## src/mbs_pkg.sv

```systemverilog
// Shared types, codes and constants of the multipart boundary splitter.
package mbs_pkg;

    localparam int MAX_BOUNDARY = 32;
    localparam int BND_CAP      = (MAX_BOUNDARY < 32) ? MAX_BOUNDARY : 32;

    localparam logic [7:0] CH_CR   = 8'h0D;
    localparam logic [7:0] CH_LF   = 8'h0A;
    localparam logic [7:0] CH_DASH = 8'h2D;

    typedef enum logic [2:0] {
        K_CONTENT = 3'd0,
        K_PART    = 3'd1,
        K_FINAL   = 3'd2,
        K_UNTERM  = 3'd3,
        K_NOBOUND = 3'd4
    } t_kind;

    typedef enum logic [2:0] {
        PH_PRE_LINE = 3'd0,
        PH_PRE_SKIP = 3'd1,
        PH_PRE_TAIL = 3'd2,
        PH_BODY     = 3'd3,
        PH_POST     = 3'd4,
        PH_POST_CR  = 3'd5,
        PH_DONE     = 3'd6
    } t_phase;

    typedef enum logic [1:0] {
        S_IDLE    = 2'd0,
        S_RELEASE = 2'd1,
        S_TAIL    = 2'd2
    } t_seq;

    typedef enum logic [2:0] {
        CFG_LEN = 3'd0,
        CFG_W0  = 3'd1,
        CFG_W1  = 3'd2,
        CFG_W2  = 3'd3,
        CFG_W3  = 3'd4
    } t_cfg_idx;

    typedef struct packed {
        logic [7:0] in_byte;
        logic       end_of_input;
    } t_in_item;

    typedef struct packed {
        logic [7:0] out_byte;
        t_kind      kind;
        logic       last_of_run;
    } t_out_item;

    typedef logic [3:0][63:0] t_bnd_words;

endpackage

```

## src/mbs_pattern.sv

```systemverilog
// Shared delimiter pattern unit: gives byte k of LF, two dashes, boundary.
module mbs_pattern
    import mbs_pkg::*;
(
    input  t_bnd_words i_words,
    input  logic [5:0] i_idx,
    output logic [7:0] o_byte
);

    logic [5:0] w_off;
    logic [4:0] w_sel;

    assign w_off = i_idx - 6'd3;
    assign w_sel = w_off[4:0];

    always_comb begin
        if (i_idx == 6'd0) begin
            o_byte = CH_LF;
        end else if (i_idx < 6'd3) begin
            o_byte = CH_DASH;
        end else begin
            o_byte = i_words[w_sel[4:3]][{w_sel[2:0], 3'b000} +: 8];
        end
    end

endmodule

```

## src/mbs_core.sv

```systemverilog
// Scanner state machine, release sequencer and output register.
module mbs_core
    import mbs_pkg::*;
(
    input  logic       i_clk,
    input  logic       i_rst_n,
    input  logic       i_in_valid,
    output logic       o_in_ready,
    input  t_in_item   i_in_data,
    output logic       o_out_valid,
    input  logic       i_out_ready,
    output t_out_item  o_out_data,
    input  logic [5:0] i_blen,
    output logic [5:0] o_pat_idx,
    input  logic [7:0] i_pat_byte
);

    t_seq       r_state, n_state;
    t_phase     r_phase, n_phase;
    logic [5:0] r_mp, n_mp;
    logic       r_cr, n_cr;
    logic       r_rel_cr, n_rel_cr;
    logic [5:0] r_rel_mp, n_rel_mp;
    logic [5:0] r_rel_k, n_rel_k;
    logic       r_tail, n_tail;
    logic [7:0] r_tail_byte, n_tail_byte;
    t_kind      r_tail_kind, n_tail_kind;
    logic       r_out_valid;
    t_out_item  r_out;

    logic       w_out_free;
    logic       w_accept;
    logic       w_hit;
    logic [7:0] w_b;
    logic [6:0] w_mp_inc;
    logic       w_need_rel;
    logic       w_fresh;
    logic       w_emit;
    t_out_item  w_emit_data;

    assign w_out_free = !r_out_valid || i_out_ready;
    assign o_in_ready = (r_state == S_IDLE) && w_out_free;
    assign w_accept   = i_in_valid && o_in_ready;
    assign w_b        = i_in_data.in_byte;
    assign w_hit      = (w_b == i_pat_byte);
    assign w_mp_inc   = {1'b0, r_mp} + 7'd1;

    // In the preamble the pattern is the body pattern without its leading LF.
    always_comb begin
        if (r_state == S_RELEASE) begin
            o_pat_idx = r_rel_k;
        end else if (r_phase == PH_BODY) begin
            o_pat_idx = r_mp;
        end else begin
            o_pat_idx = r_mp + 6'd1;
        end
    end

    always_comb begin
        n_state     = r_state;
        n_phase     = r_phase;
        n_mp        = r_mp;
        n_cr        = r_cr;
        n_rel_cr    = r_rel_cr;
        n_rel_mp    = r_rel_mp;
        n_rel_k     = r_rel_k;
        n_tail      = r_tail;
        n_tail_byte = r_tail_byte;
        n_tail_kind = r_tail_kind;
        w_need_rel  = 1'b0;
        w_fresh     = 1'b0;
        w_emit      = 1'b0;
        w_emit_data = '{out_byte: 8'd0, kind: K_CONTENT, last_of_run: 1'b1};

        unique case (r_state)
            S_IDLE: begin
                if (w_accept) begin
                    n_tail = 1'b0;
                    if (i_in_data.end_of_input) begin
                        case (r_phase)
                            PH_BODY: begin
                                if ((r_mp != 6'd0) || r_cr) begin
                                    w_need_rel  = 1'b1;
                                    n_tail      = 1'b1;
                                    n_tail_byte = 8'd0;
                                    n_tail_kind = K_UNTERM;
                                end else begin
                                    w_emit           = 1'b1;
                                    w_emit_data.kind = K_UNTERM;
                                end
                            end
                            PH_POST, PH_POST_CR: begin
                                w_emit           = 1'b1;
                                w_emit_data.kind = K_FINAL;
                            end
                            PH_DONE: begin
                            end
                            default: begin
                                w_emit           = 1'b1;
                                w_emit_data.kind = K_NOBOUND;
                            end
                        endcase
                        n_phase = PH_PRE_LINE;
                        n_mp    = 6'd0;
                        n_cr    = 1'b0;
                    end else begin
                        case (r_phase)
                            PH_PRE_SKIP: begin
                                if (w_b == CH_LF) begin
                                    n_phase = PH_PRE_LINE;
                                    n_mp    = 6'd0;
                                end
                            end
                            PH_PRE_TAIL: begin
                                if (w_b == CH_LF) begin
                                    n_phase = PH_BODY;
                                    n_mp    = 6'd0;
                                    n_cr    = 1'b0;
                                end
                            end
                            PH_BODY: begin
                                if ((r_mp == 6'd0) && !r_cr) begin
                                    w_fresh = 1'b1;
                                end else if (r_mp == 6'd0) begin
                                    if (w_b == CH_LF) begin
                                        n_mp = 6'd1;
                                    end else begin
                                        w_need_rel = 1'b1;
                                        w_fresh    = 1'b1;
                                    end
                                end else if (w_hit) begin
                                    n_mp = w_mp_inc[5:0];
                                    if (w_mp_inc >= ({1'b0, i_blen} + 7'd3)) begin
                                        n_phase = PH_POST;
                                        n_mp    = 6'd0;
                                        n_cr    = 1'b0;
                                    end
                                end else begin
                                    w_need_rel = 1'b1;
                                    w_fresh    = 1'b1;
                                end
                                if (w_fresh) begin
                                    if (w_need_rel) begin
                                        n_cr = 1'b0;
                                        n_mp = 6'd0;
                                    end
                                    if (w_b == CH_CR) begin
                                        n_cr = 1'b1;
                                    end else if (w_b == CH_LF) begin
                                        n_mp = 6'd1;
                                    end else if (w_need_rel) begin
                                        n_tail      = 1'b1;
                                        n_tail_byte = w_b;
                                        n_tail_kind = K_CONTENT;
                                    end else begin
                                        w_emit               = 1'b1;
                                        w_emit_data.out_byte = w_b;
                                    end
                                end
                            end
                            PH_POST, PH_POST_CR: begin
                                if (w_b == CH_LF) begin
                                    w_emit           = 1'b1;
                                    w_emit_data.kind = K_PART;
                                    n_phase          = PH_BODY;
                                end else if ((w_b == CH_CR) && (r_phase == PH_POST)) begin
                                    n_phase = PH_POST_CR;
                                end else begin
                                    w_emit           = 1'b1;
                                    w_emit_data.kind = K_FINAL;
                                    n_phase          = PH_DONE;
                                end
                            end
                            PH_DONE: begin
                            end
                            default: begin
                                if (w_hit) begin
                                    n_phase = PH_PRE_LINE;
                                    n_mp    = w_mp_inc[5:0];
                                    if (w_mp_inc >= ({1'b0, i_blen} + 7'd2)) begin
                                        n_phase = PH_PRE_TAIL;
                                        n_mp    = 6'd0;
                                    end
                                end else begin
                                    n_mp    = 6'd0;
                                    n_phase = (w_b == CH_LF) ? PH_PRE_LINE : PH_PRE_SKIP;
                                end
                            end
                        endcase
                    end
                    if (w_need_rel) begin
                        n_rel_cr = r_cr;
                        n_rel_mp = r_mp;
                        n_rel_k  = 6'd0;
                        n_state  = S_RELEASE;
                    end
                end
            end
            S_RELEASE: begin
                if (w_out_free) begin
                    w_emit = 1'b1;
                    if (r_rel_cr) begin
                        w_emit_data.out_byte    = CH_CR;
                        w_emit_data.last_of_run = (r_rel_mp == 6'd0) && !r_tail;
                        n_rel_cr                = 1'b0;
                        if (r_rel_mp == 6'd0) begin
                            n_state = r_tail ? S_TAIL : S_IDLE;
                        end
                    end else begin
                        w_emit_data.out_byte    = i_pat_byte;
                        w_emit_data.last_of_run = ((r_rel_k + 6'd1) == r_rel_mp) && !r_tail;
                        n_rel_k                 = r_rel_k + 6'd1;
                        if ((r_rel_k + 6'd1) == r_rel_mp) begin
                            n_state = r_tail ? S_TAIL : S_IDLE;
                        end
                    end
                end
            end
            S_TAIL: begin
                if (w_out_free) begin
                    w_emit               = 1'b1;
                    w_emit_data.out_byte = r_tail_byte;
                    w_emit_data.kind     = r_tail_kind;
                    n_tail               = 1'b0;
                    n_state              = S_IDLE;
                end
            end
            default: begin
                n_state = S_IDLE;
            end
        endcase
    end

    always_ff @(posedge i_clk) begin
        if (!i_rst_n) begin
            r_state     <= S_IDLE;
            r_phase     <= PH_PRE_LINE;
            r_mp        <= 6'd0;
            r_cr        <= 1'b0;
            r_rel_cr    <= 1'b0;
            r_rel_mp    <= 6'd0;
            r_rel_k     <= 6'd0;
            r_tail      <= 1'b0;
            r_out_valid <= 1'b0;
        end else begin
            r_state  <= n_state;
            r_phase  <= n_phase;
            r_mp     <= n_mp;
            r_cr     <= n_cr;
            r_rel_cr <= n_rel_cr;
            r_rel_mp <= n_rel_mp;
            r_rel_k  <= n_rel_k;
            r_tail   <= n_tail;
            if (w_emit) begin
                r_out_valid <= 1'b1;
            end else if (i_out_ready) begin
                r_out_valid <= 1'b0;
            end
        end
    end

    always_ff @(posedge i_clk) begin
        r_tail_byte <= n_tail_byte;
        r_tail_kind <= n_tail_kind;
        if (w_emit) begin
            r_out <= w_emit_data;
        end
    end

    assign o_out_valid = r_out_valid;
    assign o_out_data  = r_out;

    // A release always has at least one held byte left to send.
    a_release_nonempty: assert property (@(posedge i_clk) disable iff (!i_rst_n)
        (r_state == S_RELEASE) |-> (r_rel_cr || (r_rel_k < r_rel_mp)))
        else $error("release sequencer has nothing left to send");

    a_tail_pending: assert property (@(posedge i_clk) disable iff (!i_rst_n)
        (r_state == S_TAIL) |-> r_tail)
        else $error("tail state without a pending tail result");

    a_cr_in_body: assert property (@(posedge i_clk) disable iff (!i_rst_n)
        r_cr |-> (r_phase == PH_BODY))
        else $error("held CR outside the body phase");

    a_release_content: assert property (@(posedge i_clk) disable iff (!i_rst_n)
        (r_state == S_RELEASE) && w_out_free |=>
            r_out_valid && (r_out.kind == K_CONTENT))
        else $error("released held byte is not a content result");

    a_new_request_idle: assert property (@(posedge i_clk) disable iff (!i_rst_n)
        w_accept && !i_in_data.end_of_input && (r_phase == PH_DONE) |=>
            !r_out_valid || $stable(r_out))
        else $error("epilogue byte produced a result");

endmodule

```

## src/multipart_boundary_splitter_top.sv

```systemverilog
// Top level of the MIME multipart boundary splitter: config registers and core.
// A byte that needs no release gives at most one result, shown in the output
// register on the next cycle; one byte per cycle is sustained while the output is
// ready and no release runs. A mismatch against held delimiter bytes sends them,
// then any trailing result, paced by a release sequencer sharing the pattern unit.
// Synchronous active-low reset: preamble at line start, nothing held, length 1.
module multipart_boundary_splitter_top
    import mbs_pkg::*;
(
    input  logic        i_clk,
    input  logic        i_rst_n,
    input  logic        i_in_valid,
    output logic        o_in_ready,
    input  t_in_item    i_in_data,
    output logic        o_out_valid,
    input  logic        i_out_ready,
    output t_out_item   o_out_data,
    input  logic        i_cfg_valid,
    output logic        o_cfg_ready,
    input  logic [2:0]  i_cfg_index,
    input  logic [63:0] i_cfg_data
);

    // Raw boundary length as written, and the four words of boundary bytes.
    logic [5:0] r_len_raw;
    t_bnd_words r_words;

    // Effective length: zero counts as one, and anything above the cap saturates.
    logic [5:0] w_blen;
    logic [5:0] w_pat_idx;
    logic [7:0] w_pat_byte;

    // Configuration writes are always taken, unguarded; issue them only while idle.
    assign o_cfg_ready = 1'b1;

    always_ff @(posedge i_clk) begin
        if (!i_rst_n) begin
            r_len_raw <= 6'd1;
            r_words   <= '0;
        end else if (i_cfg_valid) begin
            unique case (t_cfg_idx'(i_cfg_index))
                CFG_LEN: r_len_raw  <= i_cfg_data[5:0];
                CFG_W0:  r_words[0] <= i_cfg_data;
                CFG_W1:  r_words[1] <= i_cfg_data;
                CFG_W2:  r_words[2] <= i_cfg_data;
                CFG_W3:  r_words[3] <= i_cfg_data;
                default: begin
                end
            endcase
        end
    end

    always_comb begin
        if (r_len_raw == 6'd0) begin
            w_blen = 6'd1;
        end else if (r_len_raw > 6'(BND_CAP)) begin
            w_blen = 6'(BND_CAP);
        end else begin
            w_blen = r_len_raw;
        end
    end

    // The pattern unit serves both the match compare and the release of held bytes.
    mbs_pattern u_pattern (
        .i_words (r_words),
        .i_idx   (w_pat_idx),
        .o_byte  (w_pat_byte)
    );

    mbs_core u_core (
        .i_clk       (i_clk),
        .i_rst_n     (i_rst_n),
        .i_in_valid  (i_in_valid),
        .o_in_ready  (o_in_ready),
        .i_in_data   (i_in_data),
        .o_out_valid (o_out_valid),
        .i_out_ready (i_out_ready),
        .o_out_data  (o_out_data),
        .i_blen      (w_blen),
        .o_pat_idx   (w_pat_idx),
        .i_pat_byte  (w_pat_byte)
    );

endmodule
```

## config.mk

```make
export PLATFORM = sky130hd
export DESIGN_NAME = multipart_boundary_splitter_top
export DESIGN_NICKNAME = d
export VERILOG_FILES = /design/src/mbs_pkg.sv /design/src/mbs_pattern.sv /design/src/mbs_core.sv /design/src/multipart_boundary_splitter_top.sv
export SDC_FILE = /design/constraint.sdc
export NUM_CORES = 1
export LEC_CHECK = 0
export BUFFER_PORTS_ARGS = -buffer_cell sky130_fd_sc_hd__buf_2
export CAP_MARGIN = 20
export CORE_MARGIN = 3
export CORE_UTILIZATION = 55
export DETAILED_ROUTE_END_ITERATION = 16
export PLACE_DENSITY = 0.8
export SLEW_MARGIN = 20
export SYNTH_ARGS = -nofsm -noshare
export SYNTH_HDL_FRONTEND = slang
export SYNTH_HIERARCHICAL = 1
export SYNTH_SLANG_ARGS = --single-unit
```

## constraint.sdc

```tcl
create_clock -name i_clk -period 5.5 [get_ports i_clk]
set_input_delay 1.65 -clock i_clk [delete_from_list [all_inputs] [get_ports i_clk]]
set_output_delay 1.65 -clock i_clk [all_outputs]
set_load 0.1 [all_outputs]
```

After elaboration in Yosys (flattened, before gate mapping)

Cells that the tools add are included.

Register bits: 312
Input bits: 81

$add $sub $neg: 6
Order comparisons: 5
Equality and inequality tests: 35
Shift-type cells: 1
Mux-type cells: 140
Reductions and logical operators: 43

Operator list:

| kind                  | count |
|---|---|
| $mux W8               | 18 |
| $bmux W64 S2          | 1 |
| $mux W6               | 21 |
| $mux W64              | 1 |
| $shiftx A64 B7 Y8     | 1 |
| $mux W3               | 20 |
| $mux W1               | 52 |
| $logic_not A6 Y1      | 4 |
| $mux W2               | 12 |
| $pmux W8 S3           | 1 |
| $mux W11              | 2 |
| $pmux W6 S3           | 1 |
| $eq A8 B4 Y1 const B  | 2 |
| $pmux W3 S5           | 1 |
| $add A6 B2 Y7 const B | 2 |
| $ge A7 B7 Y1          | 2 |
| $add A6 B1 Y6 const B | 2 |
| $eq A3 B2 Y1 const B  | 4 |
| $eq A3 B3 Y1 const B  | 4 |
| $ne A3 B2 Y1 const B  | 4 |
| $ne A3 B3 Y1 const B  | 4 |
| $pmux W1 S2           | 6 |
| $pmux W6 S2           | 1 |
| $reduce_and A2 Y1     | 6 |
| 32 further kinds      | 58 |

Longest topological paths before layout

Word-level depth: 26
Mapped depth: 25
Mapped depth without buffers: 20

By module

Netlist, hierarchy kept.

By module, submodules not included:

| module                          | instances | cells each | area each (µm²) | sequential area each (µm²) |
|---|---|---|---|---|
| multipart_boundary_splitter_top | 1         | 931        | 9565.4          | 5245.0 |
| mbs_core                        | 1         | 450        | 3606.0          | 1171.1 |
| mbs_pattern                     | 1         | 296        | 2643.8          | 0.0 |

Least setup slack after synthesis

No wires, ideal clock.

Path type: reg2reg
Start point: register u_core.r_phase[1]
End point: register u_core.r_rel_k[5]
Library setup time: 70 ps
Arrival time: 4926 ps
Required time: 5430 ps
Slack: 504 ps
Stages on the path, launching flop included: 21
Path buffers: 3
Path through: dfxtp_1 > clkbuf_1 > nand3_1 > nor2_1 > a21oi_1 > o21ai_0 > ha_1 > nor3_4 > xnor2_1 > clkbuf_1 > mux2i_1 > o221ai_1 > a311oi_1 > xor2_1 > nor4_1 > and2_1 > buf_6 > o32a_1 > a211o_1 > nor4_1 > o21bai_1

Cells in the longest elaborated chain, start to end: 23

RTL lines:

| what                                   | RTL line                              | source |
|---|---|---|
| from (decl)                            | mbs_core.sv:19                        | `t_phase r_phase, n_phase;` |
| from (signal assigned)                 | mbs_core.sv:247                       | `r_phase <= n_phase;` |
| $eq A3 B2 Y1 (*)                       | mbs_core.sv:52                        | `end else if (r_phase == PH_BODY) begin` |
| $mux W6 (*)                            | mbs_core.sv:52                        |  |
| $mux W6 (*)                            | mbs_core.sv:50                        | `if (r_state == S_RELEASE) begin` |
| named net w_pat_idx[1]                 | multipart_boundary_splitter_top.sv:30 | `logic [5:0] w_pat_idx;` |
| $sub A5 B2 Y5                          | mbs_pattern.sv:13                     | `assign w_off = i_idx - 6'd3;` |
| $bmux W64 S2                           | mbs_pattern.sv:22                     | `o_byte = i_words[w_sel[4:3]][{w_sel[2:0], 3'b000} +: 8];` |
| $mux W64 (implied by the code)         | mbs_pattern.sv:22                     |  |
| $shiftx A64 B7 Y8                      | mbs_pattern.sv:22                     |  |
| (+2 left out)                          | --                                    |  |
| named net w_pat_byte[5]                | multipart_boundary_splitter_top.sv:31 | `logic [7:0] w_pat_byte;` |
| (+6 left out)                          | --                                    |  |
| $mux W1 (*)                            | mbs_core.sv:77                        | `if (w_accept) begin` |
| $mux W1 (*)                            | mbs_core.sv:75                        | `unique case (r_state)` |
| $mux W1 (*)                            | mbs_core.sv:107                       | `case (r_phase)` |
| $mux W1 (*)                            | mbs_core.sv:79                        | `if (i_in_data.end_of_input) begin` |
| $mux W1 (*)                            | mbs_core.sv:77                        |  |
| $mux W1 (*)                            | mbs_core.sv:75                        |  |
| $ne A2 B2 Y1 (no source line) (*)      | --                                    |  |
| $reduce_and A5 Y1 (no source line) (*) | --                                    |  |
| to (signal assigned)                   | mbs_core.sv:252                       | `r_rel_k <= n_rel_k;` |
| to (decl)                              | mbs_core.sv:24                        | `logic [5:0] r_rel_k, n_rel_k;` |

The timed path passes the listed nets; every way through them passes the cells marked *. The select of a mux whose other input is x is not followed.
A chain may end at the register's enable or synchronous reset.

Worst setup path after layout

Start point: register u_core.r_mp[0]
End point: register u_core.r_phase[0]

Cells in the longest elaborated chain, start to end: 13

RTL lines:

| what                           | RTL line                              | source |
|---|---|---|
| from (decl)                    | mbs_core.sv:20                        | `logic [5:0] r_mp, n_mp;` |
| from (signal assigned)         | mbs_core.sv:248                       | `r_mp <= n_mp;` |
| $add A6 B1 Y6 (*)              | mbs_core.sv:55                        | `o_pat_idx = r_mp + 6'd1;` |
| $mux W6 (*)                    | mbs_core.sv:52                        |  |
| $mux W6 (*)                    | mbs_core.sv:50                        |  |
| named net w_pat_idx[1]         | multipart_boundary_splitter_top.sv:30 |  |
| $sub A5 B2 Y5                  | mbs_pattern.sv:13                     |  |
| $bmux W64 S2                   | mbs_pattern.sv:22                     |  |
| $mux W64 (implied by the code) | mbs_pattern.sv:22                     |  |
| $shiftx A64 B7 Y8              | mbs_pattern.sv:22                     |  |
| $mux W8                        | mbs_pattern.sv:19                     | `end else if (i_idx < 6'd3) begin` |
| $mux W8 (*)                    | mbs_pattern.sv:17                     | `if (i_idx == 6'd0) begin` |
| named net w_pat_byte[5]        | multipart_boundary_splitter_top.sv:31 |  |
| $eq A8 B8 Y1 (*)               | mbs_core.sv:45                        | `assign w_hit = (w_b == i_pat_byte);` |
| $mux W3                        | mbs_core.sv:177                       | `if (w_hit) begin` |
| $pmux W3 S5                    | mbs_core.sv:107                       |  |
| $mux W3                        | mbs_core.sv:79                        |  |

Marks and branches as above.

==> results.cfg <==
[run_status]
status = completed

[clock_network]
clockBufferDepth = 3
cts_tree = done
cts_buffers = 31
cts-root-buf = clkbuf_16
htreeDepth = 1
clk_latency_ps = 560
clk_pin_slew_worst_paths_ps = 70
clkSinkCount = 310

[sta]
finClkSkew_ps = 15.3
slew_violations = 0
fmax_mhz = 189
whs_ps = 455
setup_viol = 0
finalHoldViolCount = 0
period_share = 0.960
worst_pin_slew_ps = 1030
finalSetupTns_ps = 0
min_period_ps = 5280
slew_headroom = 0.311

[detailed_routing]
wl_per_cell_um = 19.3
routed_wl_mm = 41.3
vias_per_cell = 6.07
drc = 0
ant_nets = 0
num_vias = 13000
drt-initial-drc-count = 1543
firstDrtPassIters = 6

[yosys]
synth_top_flop_cell = dfxtp_1
avgSynthCellArea_um2 = 9.43
synth_cell_type_count = 78
syn-num-nets = 1784
syn_area_um2 = 15800
yosysWarnings = 6
yosys_register_bits = 310
async_flop_share = 0
synth_edf_count = 21
synthCells = 1677
yosysSeqAreaShare = 0.406

[critical_path]
crit_path_max_incr_delay_ps = 430
cp-end-kind = register
cp_data_arrival_time_ps = 5760
startpoint_type = register
cp_max_fo = 21
critical_path_class = register to register
path_buf_inv = 3
path_cells = inv_1, ha_1, a21oi_1, o21ai_0, buf_4, ha_1, nor3_4, xor2_4, buf_12, nand2_1, a32oi_1, a41oi_1, a311oi_2, xor2_1, nor4_2, nand3_1, a21oi_2, o21ai_1, or4_1, a21oi_1
crit_family = compound AO/OA/AOI/OAI gates
cpMaxStageDelayCell = or4_1
worstPathRequired_ps = 5980

[cells_and_area]
fin_util = 0.630
mostFrequentLayoutCells = nand2_1, mux2i_1, dfxtp_1
fin_nets = 1845
drive_above_1_share = 0.140
n_fill_cell = 2245
layout_commonest_cell = nand2_1
n_antenna_cell = 0
design_area_um2 = 17700
syn2layout_area_growth_pct = 11.9

[placed_design]
port_buffers = 94
gp_congestion = 0.943
place_area_um2 = 16600
hpwl_mm = 28.3

[global_routing]
grt_overflow_total = 0
grt_max_degree = 135
grt_util_all_layers = 0.256
grt_pass1_wl_mm = 64.9
first_global_vias = 12400
antenna_found_initial = 0

[die]
initial_core_util = 0.563
die_y_um = 176
die_area_um2 = 30800
io_pins = 96
core_um2 = 28100
chipWidth_um = 176
row_count = 61

[pwr]
p_per_area_nw_per_um2 = 270
peakVddDrop_mv = 0.218
leakage_uw = 0.00749
power_uw = 4780

[flow_run]
max_cap_viol_count = 0

[hold_path]
hold_class = register to register
-- power breakdown --
part | switching, uW | internal (uW)
Combinational | 233 | 113
Sequential | 26.7 | 2320
Clock | 878 | 1210
-- state kept, by name (all words and copies together) (netlist names) --
| register | cells |
|---|---|
| r_len_raw | 6 |
| u_core/r_tail | 1 |
| u_core/r_tail_kind | 1 |
| u_core/r_mp | 6 |
| u_core/o_out_valid | 1 |
| u_core/r_rel_mp | 6 |
| u_core/r_cr | 1 |
| u_core/r_tail_byte | 8 |
| u_core/r_rel_k | 6 |
| u_core/r_rel_cr | 1 |
| u_core/r_state | 2 |
| u_core/o_out_data | 12 |
| r_words | 256 |
| u_core/r_phase | 3 |
-- kinds of logic after synthesis --
| kind of cell | after synthesis | share of synthesized area |
|---|---|---|
| xor gates and xnor gates | 34 | 0.0217 |
| other | 1 | 0.000237 |
| muxes | 332 | 0.246 |
| AOI/OAI and AO/OA | 200 | 0.0850 |
| and+or+nand+nor | 639 | 0.174 |
| adders and majority gates | 26 | 0.0206 |
| DFF | 310 | 0.406 |
| buffers and inverters | 135 | 0.0466 |
-- per-stage QoR --
stage / setup slack (ps) / std cells
finish: 220 / 2140
global route: -3.52 / 2140
CTS: 14.7 / 2134
detailed placement: 64.4 / 2077
global placement: 230 / 2077
floorplan: 504 / 1677
-- routing by layer --
| layer | part of all wire | GRT usage |
|---|---|---|
| met5 | 0 | 0 |
| met4 | 0.027 | 0.0673 |
| met3 | 0.077 | 0.0391 |
| met2 | 0.49 | 0.445 |
| met1 | 0.41 | 0.333 |
-- repair_timing --
action | in CTS | in global routing
endpoints found under the setup margin | 0 | 34
resized for setup | 0 | 14
hold endpoints to repair | 0 | 0
buffers inserted | 0 | 6
hold buffers | 0 | 0
-- tightest hold or removal path: cells and delay by family, from the launching register on --
| family | cells | cell delay, ps |
|---|---|---|
| multiplexers | 1 | 50 |
| flip-flops | 1 | 310 |
| AND/OR/NAND/NOR | 1 | 50 |
-- layout make-up --
type	count	area [um^2]	share of cell area
Multi-Input combinational cell	1232	8750	0.494
Sequential cell	310	6420	0.363
Clock buffer	51	983	0.0556
Timing Repair Buffer	143	961	0.0543
Tap cell	378	473	0.0267
Inverter	20	75.1	0.00424
Clock inverter	6	38.8	0.00219
-- cells in the mapped netlist (26+ instances only) --
cell / instances / share of area
a21oi_1: 64 / 0.020
buf_2: 31 / 0.0098
buf_4: 30 / 0.014
clkbuf_1: 43 / 0.010
dfxtp_1: 289 / 0.37
ha_1: 26 / 0.021
mux2i_1: 292 / 0.18
nand2_1: 452 / 0.11
nand3_1: 26 / 0.0082
nor2_1: 55 / 0.013
o21ai_0: 27 / 0.0085
-- worst paths after layout --
kind	from	endpoint	depth (start not counted)	slack [ps]
worst max-delay path	u_core/r_mp[0]	u_core/r_phase[0]	20	220
worst min-delay path	r_words[102]	r_words[102]	2	460
worst max register to register	u_core/r_mp[0]	u_core/r_phase[0]	20	220
worst min register to register	r_words[102]	r_words[102]	2	460
Power figures use the tool's default switching activity.
